<file path="config.mk">
export PLATFORM = sky130hd
export DESIGN_NAME = multi_slot_interval_timer
export DESIGN_NICKNAME = d
export VERILOG_FILES = /design/src/hw/rtl/mst_pkg.sv /design/src/hw/rtl/mst_cell.sv /design/src/hw/rtl/multi_slot_interval_timer.sv
export SDC_FILE = /design/constraint.sdc
export NUM_CORES = 2
export LEC_CHECK = 0
export BUFFER_PORTS_ARGS = -buffer_cell sky130_fd_sc_hd__buf_2
export CAP_MARGIN = 20
export CELL_PAD_IN_SITES_DETAIL_PLACEMENT = 1
export CELL_PAD_IN_SITES_GLOBAL_PLACEMENT = 1
export CORE_ASPECT_RATIO = 0.7
export CORE_UTILIZATION = 50
export CTS_BUF_LIST = sky130_fd_sc_hd__clkbuf_8 sky130_fd_sc_hd__clkbuf_16
export DETAILED_ROUTE_END_ITERATION = 6
export PLACE_DENSITY = 0.82
export SYNTH_ARGS = -nofsm -noshare
export SYNTH_HDL_FRONTEND = slang
export SYNTH_HIERARCHICAL = 1
export SYNTH_SLANG_ARGS = --single-unit
</file>
<file path="constraint.sdc">
create_clock -name clk -period 16.95 [get_ports clk]
set_input_delay 2.5425 -clock clk [delete_from_list [all_inputs] [get_ports clk]]
set_output_delay 2.5425 -clock clk [all_outputs]
set_load 0.01 [all_outputs]
</file>
<file path="src/hw/rtl/mst_pkg.sv">
`timescale 1ns / 1ps
`default_nettype none
package mst_pkg;
  localparam int NUM_SLOTS = 8;
  localparam int IDX_W = $clog2(NUM_SLOTS);
  localparam int CNT_W = $clog2(NUM_SLOTS + 1);

  typedef enum logic [3:0] {
    OP_TICK = 4'd0, OP_ADD = 4'd1, OP_REMOVE = 4'd2, OP_START_ALL = 4'd3,
    OP_START_ONE = 4'd4, OP_START_FIRE = 4'd5, OP_STOP_ALL = 4'd6,
    OP_STOP_ONE = 4'd7, OP_CALL = 4'd8, OP_FORCE = 4'd9, OP_QUERY = 4'd10
  } op_t;

  localparam logic [1:0] ST_OK = 2'd0;
  localparam logic [1:0] ST_NOT_FOUND = 2'd1;
  localparam logic [1:0] ST_FULL = 2'd2;
  localparam logic [1:0] ST_CHANGED = 2'd3;

  localparam logic [1:0] MODE_ONCE = 2'd0;
  localparam logic [1:0] MODE_COUNTED = 2'd1;

  typedef struct packed {
    logic [7:0]  id;
    logic [31:0] ival;
    logic [1:0]  mode;
    logic [15:0] lim;
    logic        en;
    logic [31:0] lt;
    logic [15:0] cnt;
  } slot_t;

  typedef enum logic [1:0] {S_IDLE, S_SCAN, S_DONE} state_t;
endpackage
`default_nettype wire

</file>
<file path="src/hw/rtl/mst_cell.sv">
`timescale 1ns / 1ps
`default_nettype none
// one slot of the ring; rotates with its neighbours while shift is high
module mst_cell import mst_pkg::*; (
  input  wire logic  clk,
  input  wire logic  shift,
  input  wire logic  load,
  input  wire slot_t d_shift,
  input  wire slot_t d_load,
  output slot_t      q
);
  always_ff @(posedge clk) begin
    if (load) q <= d_load;
    else if (shift) q <= d_shift;
  end
endmodule
`default_nettype wire

</file>
<file path="src/hw/rtl/multi_slot_interval_timer.sv">
`timescale 1ns / 1ps
`default_nettype none
// results are registered: tick items during the scan, the final item from the done state
// a new item is taken only when idle; the slot ring rotates once per item
// busy is high from acceptance until the ring is back in place
// reset clears the slot count and control; slot contents stay undefined until written
// results are shown for one cycle each, the receiver cannot stall
module multi_slot_interval_timer import mst_pkg::*; (
  input  wire logic        clk,
  input  wire logic        rst,
  input  wire logic        start,
  output logic             busy,
  input  wire logic [3:0]  opcode,
  input  wire logic [7:0]  event_id,
  input  wire logic [31:0] now,
  input  wire logic [31:0] new_interval,
  input  wire logic [1:0]  new_mode,
  input  wire logic [15:0] new_limit,
  input  wire logic        new_enable,
  input  wire logic        clear_count,
  output logic             strobe,
  output logic             kind,
  output logic [1:0]       status,
  output logic [7:0]       fired_id,
  output logic [31:0]      fire_time,
  output logic [15:0]      fire_count,
  output logic [31:0]      slot_interval,
  output logic [1:0]       slot_mode,
  output logic             slot_enabled,
  output logic             last
);
  state_t state, state_next;
  logic [CNT_W-1:0] used, used_next;
  logic [IDX_W:0] step;
  logic [3:0] op;
  logic [7:0] rid;
  logic [31:0] rnow, rival;
  logic [1:0] rmode;
  logic [15:0] rlim;
  logic ren, rclr;
  logic found, removed;
  logic [3:0] fires;
  logic pend;
  slot_t pslot;

  slot_t q [NUM_SLOTS];
  slot_t head_new;
  logic head_valid, head_match, head_due;
  logic [15:0] cinc;
  logic shift;

  assign busy = (state != S_IDLE);
  assign shift = (state == S_SCAN);
  assign head_valid = (step[IDX_W-1:0] < used[IDX_W-1:0]) || (used == CNT_W'(NUM_SLOTS));
  assign head_match = head_valid && !found && (q[0].id == rid);
  assign head_due = head_valid && q[0].en && ((rnow - q[0].lt) >= q[0].ival);
  assign cinc = q[0].cnt + 16'd1;

  // head processing, the result goes to the tail
  always_comb begin
    head_new = q[0];
    unique case (op_t'(op))
      OP_TICK: if (head_due) begin
        head_new.lt = rnow;
        head_new.cnt = cinc;
        if (q[0].mode == MODE_ONCE ||
            (q[0].mode == MODE_COUNTED && cinc >= q[0].lim)) begin
          head_new.en = 1'b0;
          head_new.cnt = 16'd0;
        end
      end
      OP_START_ALL: if (head_valid) begin head_new.en = 1'b1; head_new.lt = rnow; end
      OP_STOP_ALL: if (head_valid) begin head_new.en = 1'b0; head_new.cnt = 16'd0; end
      OP_ADD: if (head_match) begin
        head_new.ival = rival; head_new.mode = rmode; head_new.lim = rlim;
        head_new.en = q[0].en | ren; head_new.lt = rnow; head_new.cnt = 16'd0;
      end
      OP_START_ONE: if (head_match) begin head_new.en = 1'b1; head_new.lt = rnow; end
      OP_START_FIRE: if (head_match) begin
        head_new.en = 1'b1; head_new.lt = rnow; head_new.cnt = cinc;
      end
      OP_STOP_ONE: if (head_match) begin
        head_new.en = 1'b0;
        if (rclr) head_new.cnt = 16'd0;
      end
      OP_CALL: if (head_match) begin
        head_new.cnt = cinc;
        if (q[0].en) head_new.lt = rnow;
      end
      default: ;
    endcase
  end

  // removal: after the match the head bypasses the tail cell, closing the gap
  slot_t tail_in;
  logic skip;
  assign skip = (op == OP_REMOVE) && removed;
  assign tail_in = head_new;

  slot_t add_slot;
  always_comb begin
    add_slot.id = rid; add_slot.ival = rival; add_slot.mode = rmode;
    add_slot.lim = rlim; add_slot.en = ren; add_slot.lt = rnow; add_slot.cnt = 16'd0;
  end
  logic append;
  assign append = (state == S_DONE) && (op == OP_ADD) && !found &&
                  (used != CNT_W'(NUM_SLOTS));

  for (genvar g = 0; g < NUM_SLOTS; g++) begin : g_cell
    slot_t dsh;
    logic ld;
    if (g == NUM_SLOTS - 1) begin : g_tail
      assign dsh = tail_in;
    end else begin : g_mid
      assign dsh = (skip && g == NUM_SLOTS - 2) ? head_new : q[g+1];
    end
    assign ld = append && (used[IDX_W-1:0] == IDX_W'(g));
    mst_cell u_cell (.clk(clk), .shift(shift), .load(ld), .d_shift(dsh),
                     .d_load(add_slot), .q(q[g]));
  end

  always_comb begin
    state_next = state;
    used_next = used;
    unique case (state)
      S_IDLE: if (start) state_next = (opcode > OP_QUERY) ? S_IDLE : S_SCAN;
      S_SCAN: if (step == (IDX_W+1)'(NUM_SLOTS - 1)) state_next = S_DONE;
      S_DONE: begin
        state_next = S_IDLE;
        if (append) used_next = used + CNT_W'(1);
        if (op == OP_REMOVE && found) used_next = used - CNT_W'(1);
      end
      default: state_next = S_IDLE;
    endcase
  end

  logic tick_emit;
  assign tick_emit = (state == S_SCAN) && (op == OP_TICK) && head_due && pend &&
                     (fires != 4'd8);

  always_ff @(posedge clk) begin
    if (rst) begin
      state <= S_IDLE;
      used <= '0;
      strobe <= 1'b0;
    end else begin
      state <= state_next;
      used <= used_next;
      strobe <= tick_emit || (state == S_DONE && (op != OP_TICK || pend));
    end
  end

  // tick items are held one behind so that the final one can carry last
  always_ff @(posedge clk) begin
    if (state == S_IDLE && start) begin
      op <= opcode; rid <= event_id; rnow <= now; rival <= new_interval;
      rmode <= new_mode; rlim <= new_limit; ren <= new_enable; rclr <= clear_count;
      step <= '0; found <= 1'b0; removed <= 1'b0; fires <= '0; pend <= 1'b0;
    end else if (state == S_SCAN) begin
      step <= step + (IDX_W+1)'(1);
      if (op == OP_TICK) begin
        if (head_due && fires != 4'd8) begin
          fires <= fires + 4'd1;
          pend <= 1'b1;
          pslot <= head_new;
        end
      end else if (head_match) begin
        found <= 1'b1;
        pslot <= head_new;
        if (op == OP_REMOVE) removed <= 1'b1;
      end
    end
  end

  logic bare;
  logic [1:0] done_st;
  slot_t rs;
  always_comb begin
    rs = found ? pslot : add_slot;
    bare = 1'b1;
    done_st = ST_OK;
    if (op == OP_START_ALL || op == OP_STOP_ALL) done_st = ST_OK;
    else if (op == OP_ADD && !found && used == CNT_W'(NUM_SLOTS)) done_st = ST_FULL;
    else if (!found && op != OP_ADD) done_st = ST_NOT_FOUND;
    else if (op != OP_REMOVE) begin
      bare = 1'b0;
      done_st = (op == OP_ADD && found) ? ST_CHANGED : ST_OK;
    end
  end

  always_ff @(posedge clk) begin
    if (tick_emit || (state == S_DONE && op == OP_TICK)) begin
      kind <= 1'b1; status <= ST_OK; fired_id <= pslot.id; fire_time <= rnow;
      fire_count <= pslot.cnt; slot_interval <= pslot.ival; slot_mode <= pslot.mode;
      slot_enabled <= pslot.en; last <= (state == S_DONE);
    end else if (state == S_DONE) begin
      last <= 1'b1;
      kind <= !bare && (op == OP_START_FIRE || op == OP_CALL || op == OP_FORCE);
      status <= done_st;
      fired_id <= (op == OP_START_ALL || op == OP_STOP_ALL) ? 8'd0 : (bare ? rid : rs.id);
      fire_time <= bare ? 32'd0 : ((op == OP_STOP_ONE || op == OP_QUERY) ? rs.lt : rnow);
      fire_count <= bare ? 16'd0 : rs.cnt;
      slot_interval <= bare ? 32'd0 : rs.ival;
      slot_mode <= bare ? 2'd0 : rs.mode;
      slot_enabled <= bare ? 1'b0 : rs.en;
    end
  end
endmodule
`default_nettype wire

</file>
=== Word level (Yosys, flattened, before mapping) ===
Cells that the tools add are included.
W data, S select, Z words.

* Register bits: 1172
* Input port bits: 99
* Output and inout bits: 97
* Word-level logic and storage cells: 272

* Add/sub/neg operators: 6
* $lt $le $gt $ge: 4
* Equal/unequal tests: 30
* Multiplexer cells: 76
* Bitwise logic cells: 3
* Reductions and logical operators: 65

{| class="wikitable"
|+ Operators by type and width
! kind !! number
|-
| $mux W107 || 21
|-
| $mux W32 || 8
|-
| $pmux W32 S6 || 1
|-
| $mux W16 || 7
|-
| $mux W99 || 1
|-
| $mux W49 || 2
|-
| $pmux W16 S6 || 1
|-
| $mux W33 || 2
|-
| $mux W50 || 1
|-
| $mux W48 || 1
|-
| $ge A32 B32 Y1 || 1
|-
| $mux W8 || 4
|-
| $sub A32 B32 Y32 || 1
|-
| $logic_and A1 B1 Y1 || 31
|-
| $reduce_bool A2 Y1 || 12
|-
| $eq A4 B3 Y1 const B || 5
|-
| $mux W2 || 10
|-
| $add A16 B1 Y16 const B || 1
|-
| $eq A4 B4 Y1 const B || 4
|-
| $ge A16 B16 Y1 || 1
|-
| $mux W1 || 13
|-
| $add A4 B1 Y4 const B || 3
|-
| $eq A3 B3 Y1 const B || 4
|-
| $logic_or A1 B1 Y1 || 9
|-
| other kinds (27) || 40
|}

=== Depth between registers and ports, before layout ===
* Depth in word-level cells: 10
* Gate-level depth with buffers: 26

=== Modules after synthesis ===
The synthesis kept the hierarchy.

{| class="wikitable"
|+ By module, submodules not included
! module !! instances !! cells each !! area an instance (um2)
|-
| mst_cell || 8 || 227 || 4580.6
|-
| multi_slot_interval_timer || 1 || 1598 || 16241.8
|}

=== Worst setup path before layout ===
OpenSTA, ideal clock, no wires.

* Path type: register to register
* Start: reg rnow[0]
* End: reg fire_count[0] (enable)
* Library setup time: 0.454 ns
* Arrival time: 6.261 ns
* Required time: 16.496 ns
* Path slack: 10.236 ns
* Stages on the path, launching flop included: 24
* Path buffers: 1
* Period minus slack after synthesis: 6.714 ns
* Cells stage by stage: edfxtp_1 > inv_1 > ha_1 > inv_1 > fa_1 > a211oi_1 > o21ai_1 > o2111ai_1 > nand2_1 > a31oi_2 > o31a_1 > a31oi_1 > a311oi_1 > xnor2_1 > ha_1 > nand4_1 > nor3_1 > a22oi_1 > a211o_1 > a21bo_4 > and2_4 > buf_6 > nand2_1 > nand2_1

* Cells in the longest elaborated chain, start to end: 8

{| class="wikitable"
|+ RTL lines
! item !! line !! text
|-
| start, declared || multi_slot_interval_timer.sv:37 || <nowiki>logic [31:0] rnow, rival;</nowiki>
|-
| start signal, assigned || multi_slot_interval_timer.sv:156 || <nowiki>op <= opcode; rid <= event_id; rnow <= now; rival <= new_interval;</nowiki>
|-
| $sub A32 B32 Y32 || multi_slot_interval_timer.sv:56 || <nowiki>assign head_due = head_valid && q[0].en && ((rnow - q[0].lt) >= q[0].ival);</nowiki>
|-
| $ge A32 B32 Y1 || multi_slot_interval_timer.sv:56 ||
|-
| $logic_and A1 B1 Y1 || multi_slot_interval_timer.sv:56 ||
|-
| $logic_and A1 B1 Y1 (3 in series) || multi_slot_interval_timer.sv:138 || <nowiki>assign tick_emit = (state == S_SCAN) && (op == OP_TICK) && head_due && pend &&</nowiki>
|-
| $logic_or A1 B1 Y1 || multi_slot_interval_timer.sv:192 || <nowiki>if (tick_emit || (state == S_DONE && op == OP_TICK)) begin</nowiki>
|-
| $reduce_bool A2 Y1 (no source line) || n/a ||
|-
| end signal, assigned || multi_slot_interval_timer.sv:194 || <nowiki>fire_count <= pslot.cnt; slot_interval <= pslot.ival; slot_mode <= pslot.mode;</nowiki>
|-
| end signal, assigned || multi_slot_interval_timer.sv:202 || <nowiki>fire_count <= bare ? 16'd0 : rs.cnt;</nowiki>
|-
| end, declared || multi_slot_interval_timer.sv:26 || <nowiki>output logic [15:0] fire_count,</nowiki>
|}

No other way between the ends.
A chain may end at the register's enable or synchronous reset.

=== Final worst setup path ===
* Start: reg rnow[0]
* End: reg pslot[90] in the netlist's numbering (enable)

* Cells in the longest elaborated chain, start to end: 6

{| class="wikitable"
|+ RTL lines
! item !! line !! text
|-
| $sub A32 B32 Y32 || multi_slot_interval_timer.sv:56 ||
|-
| $ge A32 B32 Y1 || multi_slot_interval_timer.sv:56 ||
|-
| $logic_and A1 B1 Y1 || multi_slot_interval_timer.sv:56 ||
|-
| $logic_and A1 B1 Y1 || multi_slot_interval_timer.sv:162 || <nowiki>if (head_due && fires != 4'd8) begin</nowiki>
|-
| $ne A2 B2 Y1 (no source line) || n/a ||
|-
| $reduce_and A4 Y1 (no source line) || n/a ||
|-
| end signal, assigned || multi_slot_interval_timer.sv:165 || <nowiki>pslot <= head_new;</nowiki>
|-
| end signal, assigned || multi_slot_interval_timer.sv:169 || <nowiki>pslot <= head_new;</nowiki>
|-
| end, declared || multi_slot_interval_timer.sv:44 || <nowiki>slot_t pslot;</nowiki>
|}

No other way between the ends.

==> metrics.md <==
| Metric | Value |
|---|---|
| First-pass GRT wire length | `219 mm` |
| WL/cell | `28.5 um` |
| Rows | `99` |
| Critical Path RT | `17270 ps` |
| Detailed placement HPWL | `84.4 mm` |
| CTS Sinks | `1156` |
| # Post-CTS Setup Buffers | `0` |
| CTS Buffer Depth | `3` |
| Crit path arrival time | `7500 ps` |
| Final Setup Violations | `0` |
| Min-delay worst type | `reg -> reg` |
| Worst-case vdd ir drop | `0.0791 mV` |
| Starting Density | `0.506` |
| Slew HR | `0.191` |
| HP Start | `step[3]$_SDFFE_PP0P_` |
| Layout cell share with drive strength beyond 1 | `0.338` |
| Max-slew violations | `0` |
| Syn Inst Count | `3414` |
| Buffers on Ports | `195` |
| Post_cts resized | `0` |
| Syn Area/Cell | `15.5 um2` |
| CP Max Fanout | `46` |
| Final period utilization | `0.424` |
| Core Area | `105000 um2` |
| Max_cap viols | `0` |
| Total chip power | `6.31 mW` |
| Capturing element type of the critical path | `flop` |
| Hold buffer count at cts | `0` |
| Main synth FF type | `edfxtp_1` |
| Switching Fraction | `0.234` |
| Num ports | `196` |
| Yosys warning count | `6` |
| Crit path from | `rnow[0]$_DFFE_PP_` |
| Vias in the first global route | `33100` |
| Gr usage total | `0.279` |
| Synth unique cells | `71` |
| Worst-path clk slew | `60 ps` |
| Logic pwr share | `0.077` |
| Vias/cell | `5.94` |
| Nets@finish | `3908` |
| Vias | `31000` |
| Pint | `4.84 mW` |
| Clock Tree Root | `clkbuf_16` |
| Remaining antenna violation count after routing | `0` |
| Worst-Margin Slew | `1210 ps` |
| Core Util, Final | `0.566` |
| Maximum clock rate | `139 MHz` |
| Pre-antenna DRT Iters | `5` |
| Status | `finished clean` |
| Worst r2r src | `rnow[0]$_DFFE_PP_` |
| Non-Filler Cell Area, Final | `59100 um2` |
| CTS tree | `done` |
| Drt initial violations | `2866` |
| Area Overhead vs Synth | `11.8%` |
| P_leak | `20.9 nW` |
| Met1 usage | `0.379` |
| Chip width | `391 um` |
| Crit start category | `flop` |
| Commonest non-fill, non-tap cell in the layout | `edfxtp_1` |
| Sequential share of the synthesized area | `0.652` |
| Gpl congestion | `0.833` |
| Total CTS buffers | `111` |
| Clock share of power | `0.382` |
| Seq pwr share | `0.541` |
| GRT Max-Usage Layer | `met2` |
| Clock Latency Late Sink | `720 ps` |
| Pin count of the biggest net entering global routing | `108` |
| Initial antenna violation count | `2` |
| Sw Pwr | `1.48 mW` |
| Seq cells post-synth | `1156` |
| Asr flop ratio synth | `0` |
| RSZ-0062 raised after global routing | `false` |
| DP Area | `55600 um2` |
| Die Ht | `274 um` |
| Final hold viol count | `0` |
| DRC | `0` |
| Die area | `107000 um2` |
| Setup TNS | `0 ps` |
| Cell Area, Synth | `52900 um2` |
| H-Tree Depth | `3` |
| Post-synth EDFFs | `1135` |
| Clock Skew | `31.1 ps` |
| Most frequent cells in the layout | `edfxtp_1, mux2_2, nand2_1` |
| Drt total wl | `149 mm` |
| Tmin final | `7180 ps` |
| GR Overflow Total | `0` |
| Met2 usage | `0.461` |
| Crit Path Class | `reg -> reg` |
| Cell Pwr Density | `107 nW/um2` |
| Routing usage on met3 | `0.0494` |
[through the flow]
step | hold WS (ps) | cells | setup slack (ps)
after floorplan | 431 | 3541 | 10240
after detailed placement | 476 | 5015 | 9910
after global routing | 515 | 5220 | 9380
after CTS | 493 | 5215 | 9840
after global placement | 456 | 5015 | 10140
final | 493 | 5222 | 9770
[power groups by stage]
stage | Combinational (mW) | Clock, mW | Sequential, mW
4_1_cts | 0.482 | 2.45 | 3.41
5_1_grt | 0.526 | 2.54 | 3.43
3_5_place_dp | 0.475 | 0 | 3.47
2_1_floorplan | 0.312 | 0 | 3.44
6_report | 0.488 | 2.41 | 3.41
3_3_place_gp | 0.448 | 0 | 3.46
[area by class of cell]
cell class              count  area (um2)
diodes                      2        5.00
clock buffers             116        2890
clock inverters            84         549
fillers                  9910       45400
inverters                 105         394
multi-input cells        2111       17600
flip-flops and latches   1156       34500
well taps                1414        1770
repair buffers            234        1430
[metal layers]
metal,up-vias,share of wire,routed length [um]
met2,1132,0.48,72000
li1,13400,-,-
met3,211,0.063,9450
met1,16300,0.43,63600
met5,-,0,0
met4,0,0.026,3900
[worst paths after layout]
check	endpoint	slack, ps	cells past startpoint
worst min register to register	state[1]$_SDFFE_PP0P_	490	1
worst max-delay path	pslot[90]$_DFFE_PP_	9770	22
worst min-delay path	state[1]$_SDFFE_PP0P_	490	1
worst max register to register	pslot[90]$_DFFE_PP_	9770	22
[state kept, by name, indices dropped and copies added (netlist names), 2 cells and up]
name             flops
rnow                32
state                2
rid                  8
slot_mode            2
fired_id             8
fire_count          16
rival               32
g_cell.u_cell/q    856
op                   4
fires                4
step                 4
rmode                2
slot_interval       32
pslot               91
status               2
rlim                16
fire_time           32
used                 4
[logic make-up after synthesis]
family | count (synthesis) | share of synthesized area
flops | 1156 | 0.652
xor+xnor | 62 | 0.0103
compound gates | 369 | 0.0445
mux | 873 | 0.196
other cells | 1 | 0.0000709
simple gates | 589 | 0.0484
fa+ha+maj | 90 | 0.0216
buf+inv | 274 | 0.0264
[synthesized netlist by cell type (3+ instances only)]
cell	n	share of area
edfxtp_1	1135	0.64
mux2_2	711	0.15
nand2_1	376	0.027
mux2_4	152	0.043
o21ai_0	148	0.014
inv_1	105	0.0075
nor2_1	90	0.0064
ha_1	88	0.021
buf_2	77	0.0073
a21oi_1	72	0.0068
a22o_1	71	0.012
clkbuf_1	51	0.0036
xnor2_1	43	0.0071
buf_6	36	0.0077
nand3_1	23	0.0022
dfxtp_1	21	0.0079
xor2_1	19	0.0031
nor3_1	15	0.0014
a21o_1	12	0.0017
and2_4	12	0.0020
nand4_1	11	0.0013
mux2i_1	10	0.0019
and2_1	9	0.0011
or2_1	9	0.0011
a31oi_1	8	0.00095
nand2b_1	8	0.00095
nor2b_1	7	0.00083
o21a_1	7	0.00099
o21bai_1	7	0.00099
nor4b_1	6	0.00099
buf_1	5	0.00035
a211oi_1	4	0.00057
a41oi_1	4	0.00066
or2_2	4	0.00047
and3_1	3	0.00035
o211ai_1	3	0.00043
o21ai_1	3	0.00028
o31ai_1	3	0.00043
or3_1	3	0.00035
[worst max-delay path, cell delays in order, from the launching register on]
cell,delay [ps]
edfxtp_1,540
inv_1,120
ha_1,190
inv_1,60
fa_1,420
a211oi_1,230
o21ai_1,180
o2111ai_1,220
nand2_1,210
a31oi_2,480
o31a_1,230
a31oi_1,170
or4b_1,540
nand3_1,120
ha_1,160
nand4_1,130
nor3_1,200
a22oi_1,140
a211o_1,320
a21bo_4,240
and2_4,220
or2_4,740
buf_4,860
Note: power is estimated with default switching activity, not from simulation.
